### src/hw/rtl/lhpm_pkg.sv
// Shared constants, types and helper functions for the latency histogram monitor.
package lhpm_pkg;
	localparam int BUCKETS = 6;
	localparam int BIN_SIZE = 100;
	localparam int BANK_BINS = BUCKETS * BIN_SIZE;
	localparam int NUM_BANKS = 3;
	localparam int MEM_DEPTH = NUM_BANKS * BANK_BINS;
	localparam int BIN_W = $clog2(BANK_BINS);
	localparam int ADDR_W = $clog2(MEM_DEPTH);
	localparam int NUM_MARKS = 8;
	localparam int MARK_W = 14;
	localparam int PADDR_W = 5;

	localparam logic [1:0] CMD_RECORD = 2'd0;
	localparam logic [1:0] CMD_SNAPSHOT = 2'd1;
	localparam logic [1:0] CMD_QUERY = 2'd2;

	localparam logic [1:0] BANK_GLOBAL = 2'd0;
	localparam logic [1:0] BANK_ONE = 2'd1;
	localparam logic [1:0] BANK_TWO = 2'd2;

	localparam logic [MARK_W-1:0] MARK_RESET [NUM_MARKS] = '{
		14'd5000, 14'd6000, 14'd7000, 14'd8000,
		14'd9000, 14'd9500, 14'd9900, 14'd9950};

	typedef logic [31:0] pow_tab_t [10];
	localparam pow_tab_t POW_TEN = '{
		32'd1, 32'd10, 32'd100, 32'd1000, 32'd10000, 32'd100000,
		32'd1000000, 32'd10000000, 32'd100000000, 32'd1000000000};

	// per-bank summary registers
	typedef struct packed {
		logic [31:0] count;
		logic [63:0] sum;
		logic [31:0] min;
		logic [31:0] max;
	} bank_stat_t;

	localparam bank_stat_t STAT_CLEAR = '{count: 32'd0, sum: 64'd0,
		min: 32'hFFFF_FFFF, max: 32'd0};

	function automatic logic [ADDR_W-1:0] mem_addr(input logic [1:0] bank,
		input logic [BIN_W-1:0] bin);
		logic [ADDR_W+1:0] a;
		a = {{ADDR_W{1'b0}}, bank} * (ADDR_W+2)'(BANK_BINS) + (ADDR_W+2)'(bin);
		return a[ADDR_W-1:0];
	endfunction

	function automatic logic [1:0] safe_bank(input logic [1:0] sel);
		return (sel == BANK_ONE || sel == BANK_TWO) ? sel : BANK_ONE;
	endfunction
endpackage

### src/hw/rtl/lhpm_binner.sv
// Sample-to-bin scale search, one scale per cycle, with a reciprocal multiply for the bin.
module lhpm_binner (
	input  logic                      clk,
	input  logic                      arst_n,
	input  logic                      start,
	input  logic [31:0]               value,
	output logic                      done,
	output logic                      hit,
	output logic [lhpm_pkg::BIN_W-1:0] bin
);
	import lhpm_pkg::*;

	// Rounded quotient r < S iff v < S*p - p/2 with p = 10^b; compare without dividing.
	// At the passing scale x = v + p/2 < S*p fits 24 bits, and r = (x * ceil(2^s/p)) >> s
	// is exact because 2^s >= S*p*p.
	localparam int SC_W = $clog2(BUCKETS + 1);
	localparam int X_W = 24;
	localparam int M_W = 24;

	typedef logic [M_W-1:0] recip_tab_t [BUCKETS];
	typedef logic [5:0] shift_tab_t [BUCKETS];
	localparam recip_tab_t RECIP = '{
		24'd128, 24'd1639, 24'd10486, 24'd134218, 24'd1717987, 24'd10995117};
	localparam shift_tab_t RSHIFT = '{6'd7, 6'd14, 6'd20, 6'd27, 6'd34, 6'd40};

	logic             busy_q;
	logic             div_q;
	logic [SC_W-1:0]  scale_q;
	logic [31:0]      val_q;
	logic [X_W-1:0]   x_q;
	logic [36:0]      lim;
	logic [36:0]      pw;
	logic [47:0]      prod;
	logic [47:0]      quo;

	always_comb begin
		pw = {5'd0, POW_TEN[scale_q]};
		// limit = S*p - p/2 (p=1 gives S - 0 since ties only exist for b>0)
		lim = pw * 37'(BIN_SIZE) - (pw >> 1);
		prod = {24'd0, x_q} * {24'd0, RECIP[scale_q]};
		quo = prod >> RSHIFT[scale_q];
	end

	always_ff @(posedge clk or negedge arst_n) begin
		if (!arst_n) begin
			busy_q <= 1'b0;
			div_q <= 1'b0;
			scale_q <= '0;
			val_q <= '0;
			x_q <= '0;
			done <= 1'b0;
			hit <= 1'b0;
			bin <= '0;
		end else begin
			done <= 1'b0;
			if (start) begin
				busy_q <= 1'b1;
				div_q <= 1'b0;
				scale_q <= '0;
				val_q <= value;
			end else if (busy_q && !div_q) begin
				if ({5'd0, val_q} < lim) begin
					// hold x = v + p/2 for the reciprocal multiply
					div_q <= 1'b1;
					x_q <= X_W'({5'd0, val_q} + (pw >> 1));
				end else if (scale_q == SC_W'(BUCKETS - 1)) begin
					busy_q <= 1'b0;
					done <= 1'b1;
					hit <= 1'b0;
				end else begin
					scale_q <= scale_q + 1'b1;
				end
			end else if (busy_q) begin
				busy_q <= 1'b0;
				div_q <= 1'b0;
				done <= 1'b1;
				hit <= 1'b1;
				bin <= BIN_W'(scale_q * BIN_SIZE) + BIN_W'(quo);
			end
		end
	end
endmodule

### config.mk
export PLATFORM = sky130hd
export DESIGN_NAME = lhpm_binner
export DESIGN_NICKNAME = d
export VERILOG_FILES = /design/src/hw/rtl/lhpm_pkg.sv /design/src/hw/rtl/lhpm_binner.sv
export SDC_FILE = /design/constraint.sdc
export NUM_CORES = 2
export LEC_CHECK = 0
export BUFFER_PORTS_ARGS = -buffer_cell sky130_fd_sc_hd__buf_2
export CAP_MARGIN = 20
export CORE_ASPECT_RATIO = 1.2
export CORE_MARGIN = 2
export CORE_UTILIZATION = 50
export CTS_BUF_LIST = sky130_fd_sc_hd__clkbuf_4 sky130_fd_sc_hd__clkbuf_8
export CTS_CLUSTER_DIAMETER = 100
export DETAILED_ROUTE_END_ITERATION = 8
export GPL_TIMING_DRIVEN = 0
export PLACE_DENSITY = 0.65
export SLEW_MARGIN = 15
export SYNTH_ARGS = -nofsm -noshare
export SYNTH_HDL_FRONTEND = slang
export SYNTH_SLANG_ARGS = --single-unit
### constraint.sdc
create_clock -name clk -period 17.1 [get_ports clk]
set_input_delay 1.71 -clock clk [delete_from_list [all_inputs] [get_ports clk]]
set_output_delay 1.71 -clock clk [all_outputs]
set_load 0.02 [all_outputs]
Yosys cells after proc, flatten, opt, wreduce, memory -nomap -nowiden
Memories as Yosys holds them, arrays and structs flattened.
Index checks and enable logic that the tools add are counted.
Word-level totals
  register bits: 73
  memory bits (read-only): 752
  bits of input ports: 35
  logic and storage cells: 69
  memories kept: 3
Operators by class
  $add $sub $neg: 4
  $mul: 3
  order comparisons: 3
  eq/ne operators: 8
  shifts and indexed selects: 1
  muxes and demuxes: 25
  bitwise operators: 3
  reduce and logical (&&, ||, !) cells: 11
Memories
  (name not given): depth 16, bits a word 32, read ports 1, clocked after Yosys merged registers in 0, write ports 0, line lhpm_binner.sv:37  | pw = {5'd0, POW_TEN[scale_q]};
  (name not given): depth 8, bits a word 24, read ports 1, clocked after Yosys merged registers in 0, write ports 0, line lhpm_binner.sv:40  | prod = {24'd0, x_q} * {24'd0, RECIP[scale_q]};
  (name not given): depth 8, bits a word 6, read ports 1, clocked after Yosys merged registers in 0, write ports 0, line lhpm_binner.sv:41  | quo = prod >> RSHIFT[scale_q];
Operator list (count)
  $mux W32: 2
  $mul A24 B24 Y48: 1
  $mux W24: 2
  $shr A48 B6 Y10: 1
  $lt A32 B37 Y1: 1
  $sub A37 B31 Y37: 1
  $mul A32 B5 Y35 const B: 1
  $add A24 B24 Y24: 1
  $mux W1: 15
  $mux W3: 4
  $mux W6: 2
  $add A10 B10 Y10: 1
  $reduce_and A3 Y1: 3
  $mul A3 B5 Y8 const B: 1
  $ne A2 B2 Y1 const B: 3
  $ne A3 B2 Y1 const B: 2
  $ge A4 B5 Y1 const B: 1
  $ge A4 B4 Y1 const B: 1
  $not A3 Y4: 1
  $reduce_and A2 Y1: 2
  $reduce_and A4 Y1: 1
  $reduce_bool A2 Y1: 2
  $add A3 B1 Y3 const B: 1
  $eq A3 B3 Y1 const B: 1
  6 further kinds: 7

Depth between registers and ports, before layout
  depth after elaboration: 10
  gate-level depth with buffers: 49

Worst setup path after synthesis
OpenSTA, ideal clock, no wires.
  path type: register -> register
  from: reg scale_q[0]
  to: reg bin[9] (netlist bit)
  setup time: 132 ps
  data arrival time: 11187 ps
  data required time: 16968 ps
  slack: 5782 ps
  stages on the path, launching flop included: 47
  buffers on the path: 9
  cell sequence: dfrtp_1 -> buf_2 -> inv_2 -> clkbuf_1 -> ha_1 -> nor2_1 -> clkbuf_1 -> clkbuf_1 -> clkbuf_1 -> buf_1 -> nor2_1 -> clkbuf_1 -> nand2_1 -> fa_1 -> fa_1 -> fa_1 -> fa_1 -> fa_1 -> (+11 left out) -> xnor2_1 -> nand2_1 -> o21ai_1 -> mux2_1 -> mux4_2 -> o22ai_1 -> a21oi_1 -> ha_1 -> a21o_1 -> a21o_1 -> a21oi_1 -> nor2_1 -> nor2_1 -> o21bai_1 -> a21oi_1 -> xor2_1 -> xnor2_1 -> o21ai_1
On the way
  cells in the longest elaborated chain, start to end: 7
  elaborated cells on any way between the ends: 11
  classes of those cells: add/sub: 1; mul: 2; shift: 1; mux: 4; bitwise: 1; memory: 2
RTL lines
  from (decl): line lhpm_binner.sv:28  | logic [SC_W-1:0] scale_q;
  from (signal assigned): line lhpm_binner.sv:71  | scale_q <= scale_q + 1'b1;
  $not A3 Y4 (implied by the code): line lhpm_binner.sv:40, lhpm_binner.sv:41
  $mem_v2 Z8 W24
  $mux W24 (implied by the code) (2 in series): line lhpm_binner.sv:40
  $mul A24 B24 Y48: line lhpm_binner.sv:40
  $shr A48 B6 Y10: line lhpm_binner.sv:41
  $add A10 B10 Y10 *: line lhpm_binner.sv:78  | bin <= BIN_W'(scale_q * BIN_SIZE) + BIN_W'(quo);
  to (signal assigned): line lhpm_binner.sv:78
  to (decl): line lhpm_binner.sv:9  | output logic [lhpm_pkg::BIN_W-1:0] bin
Every way passes the cells marked *; elsewhere a longest branch is shown, timed or not. The select of a mux whose other input is x is not followed.
A chain may end at the register's enable or synchronous reset.

Final worst setup path
Ends and elaborated chain as after synthesis.

==> results.py <==
metrics = {
    "setup_path": {
        "cp-startpoint": "scale_q[0]",
        "r2r_end": "bin[9]",
        "cp_slowest_cell": "a2111oi_1",
        "cp-start-kind": "flip-flop",
        "end_kind": "flip-flop",
        "endpoint": "bin[9]",
        "reg2regPathDepth": 47,
        "required_ps": 17390,
        "cp.arrival_ps": 15680,
        "r2r_slack_ps": 1710,
        "r2r-start": "scale_q[0]",
        "crit_family": "adder cells",
        "crit_path_max_fanout": 12,
        "cp.depth": 47,
        "path_buf_inv": 12,
        "crit_type": "flip-flop to flip-flop",
        "max_stage_delay_ps": 890,
    },
    "logic_synthesis": {
        "syn_area_um2": 27500,
        "synth-compound-area-share_pct": 13.6,
        "synth_mux_area_share_pct": 3.43,
        "synth_xor_area_share_pct": 3.88,
        "synth_top_family_by_area": "adder cells",
        "syn_avg_cell_area_um2": 8.68,
        "ys_async_sr_fraction_pct": 100,
        "synth_edf_count": 0,
        "yosysUniqueCellTypes": 90,
        "ys.flop_type": "dfrtp_1",
        "synthCells": 3172,
        "synth_adder_area_share_pct": 49.0,
        "syn_nets": 4006,
        "synth_seq_area_share_pct": 6.63,
        "ys_warn_count": 0,
        "ys_ff_latch": 73,
        "yosys.area_share.simple_pct": 14.8,
    },
    "detailed_routing": {
        "first_iter_violations": 2010,
        "wl_mm": 100,
        "wl_met2_mm": 48.9,
        "drc": 0,
        "first_pass_iters": 6,
        "met1_length_mm": 35.8,
        "routed-wl-met3_mm": 7.36,
        "via_per_inst": 6.11,
        "wl_per_cell_um": 25.3,
        "antenna_left": 0,
        "vias": 24200,
        "highest_layer": "met5",
    },
    "final_layout": {
        "drive_gt1_share_pct": 5.19,
        "design_area_um2": 28900,
        "area_delta_synth_final_pct": 5.09,
        "fin_nets": 4067,
    },
    "clock_network": {
        "cts_tree": "built",
        "clk_pin_slew_ps": 110,
        "postCtsSetupBuffers": 0,
        "htree_levels": 3,
        "cts_num_sinks": 73,
        "clockRootBuffer": "clkbuf_8",
        "clock_path_buffers": 2,
        "cts_made_buffers": 9,
        "cts_hold_buf": 0,
        "clk_latency_ps": 420,
        "cts_resized": 0,
    },
    "placed_design": {
        "place_hpwl_mm": 85.3,
        "placed_cell_area_um2": 28700,
        "place.gp.congestion": 1.01,
        "portBuffers": 46,
    },
    "floorplanning": {
        "coreArea_um2": 54700,
        "die-area_um2": 57000,
        "die_h_um": 261,
        "io_pins": 47,
        "start_util_pct": 50.4,
        "die_x_um": 218,
        "fp-row-count": 94,
    },
    "sta": {
        "rsz0062_at_grt": "no",
        "finalSetupTns_ps": 0,
        "period_needed_ps": 15390,
        "fin_worst_skew_ps": 25.9,
        "maxSlewHeadroom_pct": 21.5,
        "slew_viol_final": 0,
        "fmax_mhz": 65.0,
        "hold_ws_ps": 486,
        "worst_pin_slew_ps": 1180,
        "setup_viol": 0,
        "report.final.hold_viol_count": 0,
        "period_share_pct": 90.0,
    },
    "global_routing": {
        "grt_pass1_vias": 25600,
        "grt_remaining_overflow": 0,
        "antenna_found_initial": 1,
        "grt_usage_pct": 35.9,
        "grt_max_degree": 39,
        "grt_pass1_wl_mm": 152,
    },
    "min_path": {
        "hold_class": "flip-flop to flip-flop",
    },
    "run_status": {
        "status": "completed",
    },
    "power": {
        "leakagePower_nw": 12.3,
        "peakVddDrop_mv": 0.0978,
        "power-per-cell-area_nw_per_um2": 152,
    },
    "job": {
        "drv_cap": 0,
    },
}
## final cells by class
class | instances | area [um^2]
Clock inverter | 7 | 77.6
Sequential cell | 73 | 1830
Clock buffer | 9 | 124
Timing Repair Buffer | 50 | 290
Inverter | 467 | 1750
Tap cell | 720 | 901
Antenna cell | 1 | 2.50
Buffer | 160 | 637
Fill cell | 5191 | 25700
Multi-Input combinational cell | 2472 | 23300
## layer usage
metal  GRT usage (%)  vias up
met4            23.8        2
met5               0        -
li1                -    10600
met1            40.7    12000
met2            62.0     1219
met3            6.43      370
## cell usage after synthesis, types with 26 or more instances
| library cell | instances | area share [%] |
|---|---|---|
| a211oi_1 | 32 | 0.87 |
| a21o_1 | 46 | 1.3 |
| a21oi_1 | 148 | 2.7 |
| and2_1 | 58 | 1.3 |
| buf_1 | 26 | 0.35 |
| clkbuf_1 | 120 | 1.6 |
| dfrtp_1 | 73 | 6.6 |
| fa_1 | 465 | 34 |
| ha_1 | 334 | 15 |
| inv_1 | 464 | 6.3 |
| mux2_2 | 43 | 1.8 |
| nand2_1 | 424 | 5.8 |
| nand3_1 | 65 | 1.2 |
| nand4_1 | 32 | 0.73 |
| nor2_1 | 147 | 2.0 |
| nor2b_1 | 34 | 0.77 |
| nor3_1 | 51 | 0.93 |
| o21a_1 | 26 | 0.71 |
| o21ai_0 | 115 | 2.1 |
| o21ai_1 | 41 | 0.75 |
| xnor2_1 | 77 | 2.4 |
| xor2_1 | 45 | 1.4 |
## sequential cells by signal, summed over array words and instances (netlist names)
| register | cells |
|---|---|
| bin | 10 |
| busy_q | 1 |
| div_q | 1 |
| done | 1 |
| hit | 1 |
| scale_q | 3 |
| val_q | 32 |
| x_q | 24 |
## placed cells by master, fill, tap and decap left out, types with 10 or more instances in the layout
master     count
a211oi_1      32
a21o_1        46
a21oi_1      148
a31oi_1       19
and2_1        58
and3_1        22
buf_1         24
buf_2         56
clkbuf_1     120
dfrtp_1       73
fa_1         465
ha_1         334
inv_1        464
mux2_2        43
mux2i_1       21
mux4_2        10
nand2_1      424
nand2b_1      15
nand3_1       65
nand4_1       32
nor2_1       146
nor2b_1       34
nor3_1        51
o2111ai_1     10
o211ai_1      23
o21a_1        26
o21ai_0      115
o21ai_1       41
o21bai_1      10
or2_2         14
or3_1         15
xnor2_1       77
xor2_1        45
## worst min-delay path, cell delays in order, from the launching register on
cell	delay, ps
dfrtp_1	350
nand2_1	50
o21ai_0	60
## per-stage QoR
stage / std cells / utilization (%) / setup WS (ps) / total power (W)
floorplan: 3172 / - / 5780 / 0.00294
global placement: 3938 / 52.4 / 2140 / 0.00407
detailed placement: 3942 / 52.5 / 2010 / 0.00412
CTS: 3958 / 52.9 / 1910 / 0.00432
global route: 3958 / 52.9 / 1260 / 0.00475
finish: 3959 / 52.9 / 1710 / 0.00439
## how the worst min path moves through the flow
stage / startpoint / endpoint / slack [ps] / cells after the start
after global placement: bin[6] / bin[6] / 460 / 2
final: bin[4] / bin[4] / 490 / 2
after detailed placement: bin[6] / bin[6] / 470 / 2
after CTS: bin[6] / bin[6] / 490 / 2
after floorplan: val_q[24] / val_q[24] / 490 / 1
after global routing: bin[0] / bin[0] / 540 / 2
## logic make-up (layout without fill, tap and decap cells)
family	Yosys count	after routing
AO/OA/AOI/OAI	576	576
XOR/XNOR	122	122
adder cells (fa/ha/maj)	799	799
buffers and inverters	627	693
flip-flops	73	73
multiplexers	76	76
other	1	2
AND/OR/NAND/NOR	898	898
## power breakdown
| group | internal (W) | switching (W) |
|---|---|---|
| logic | 0.00145 | 0.00248 |
| clock network | 0.0000685 | 0.0000812 |
| registers | 0.000222 | 0.0000892 |
No activity file was read; power rests on OpenSTA's default activity.
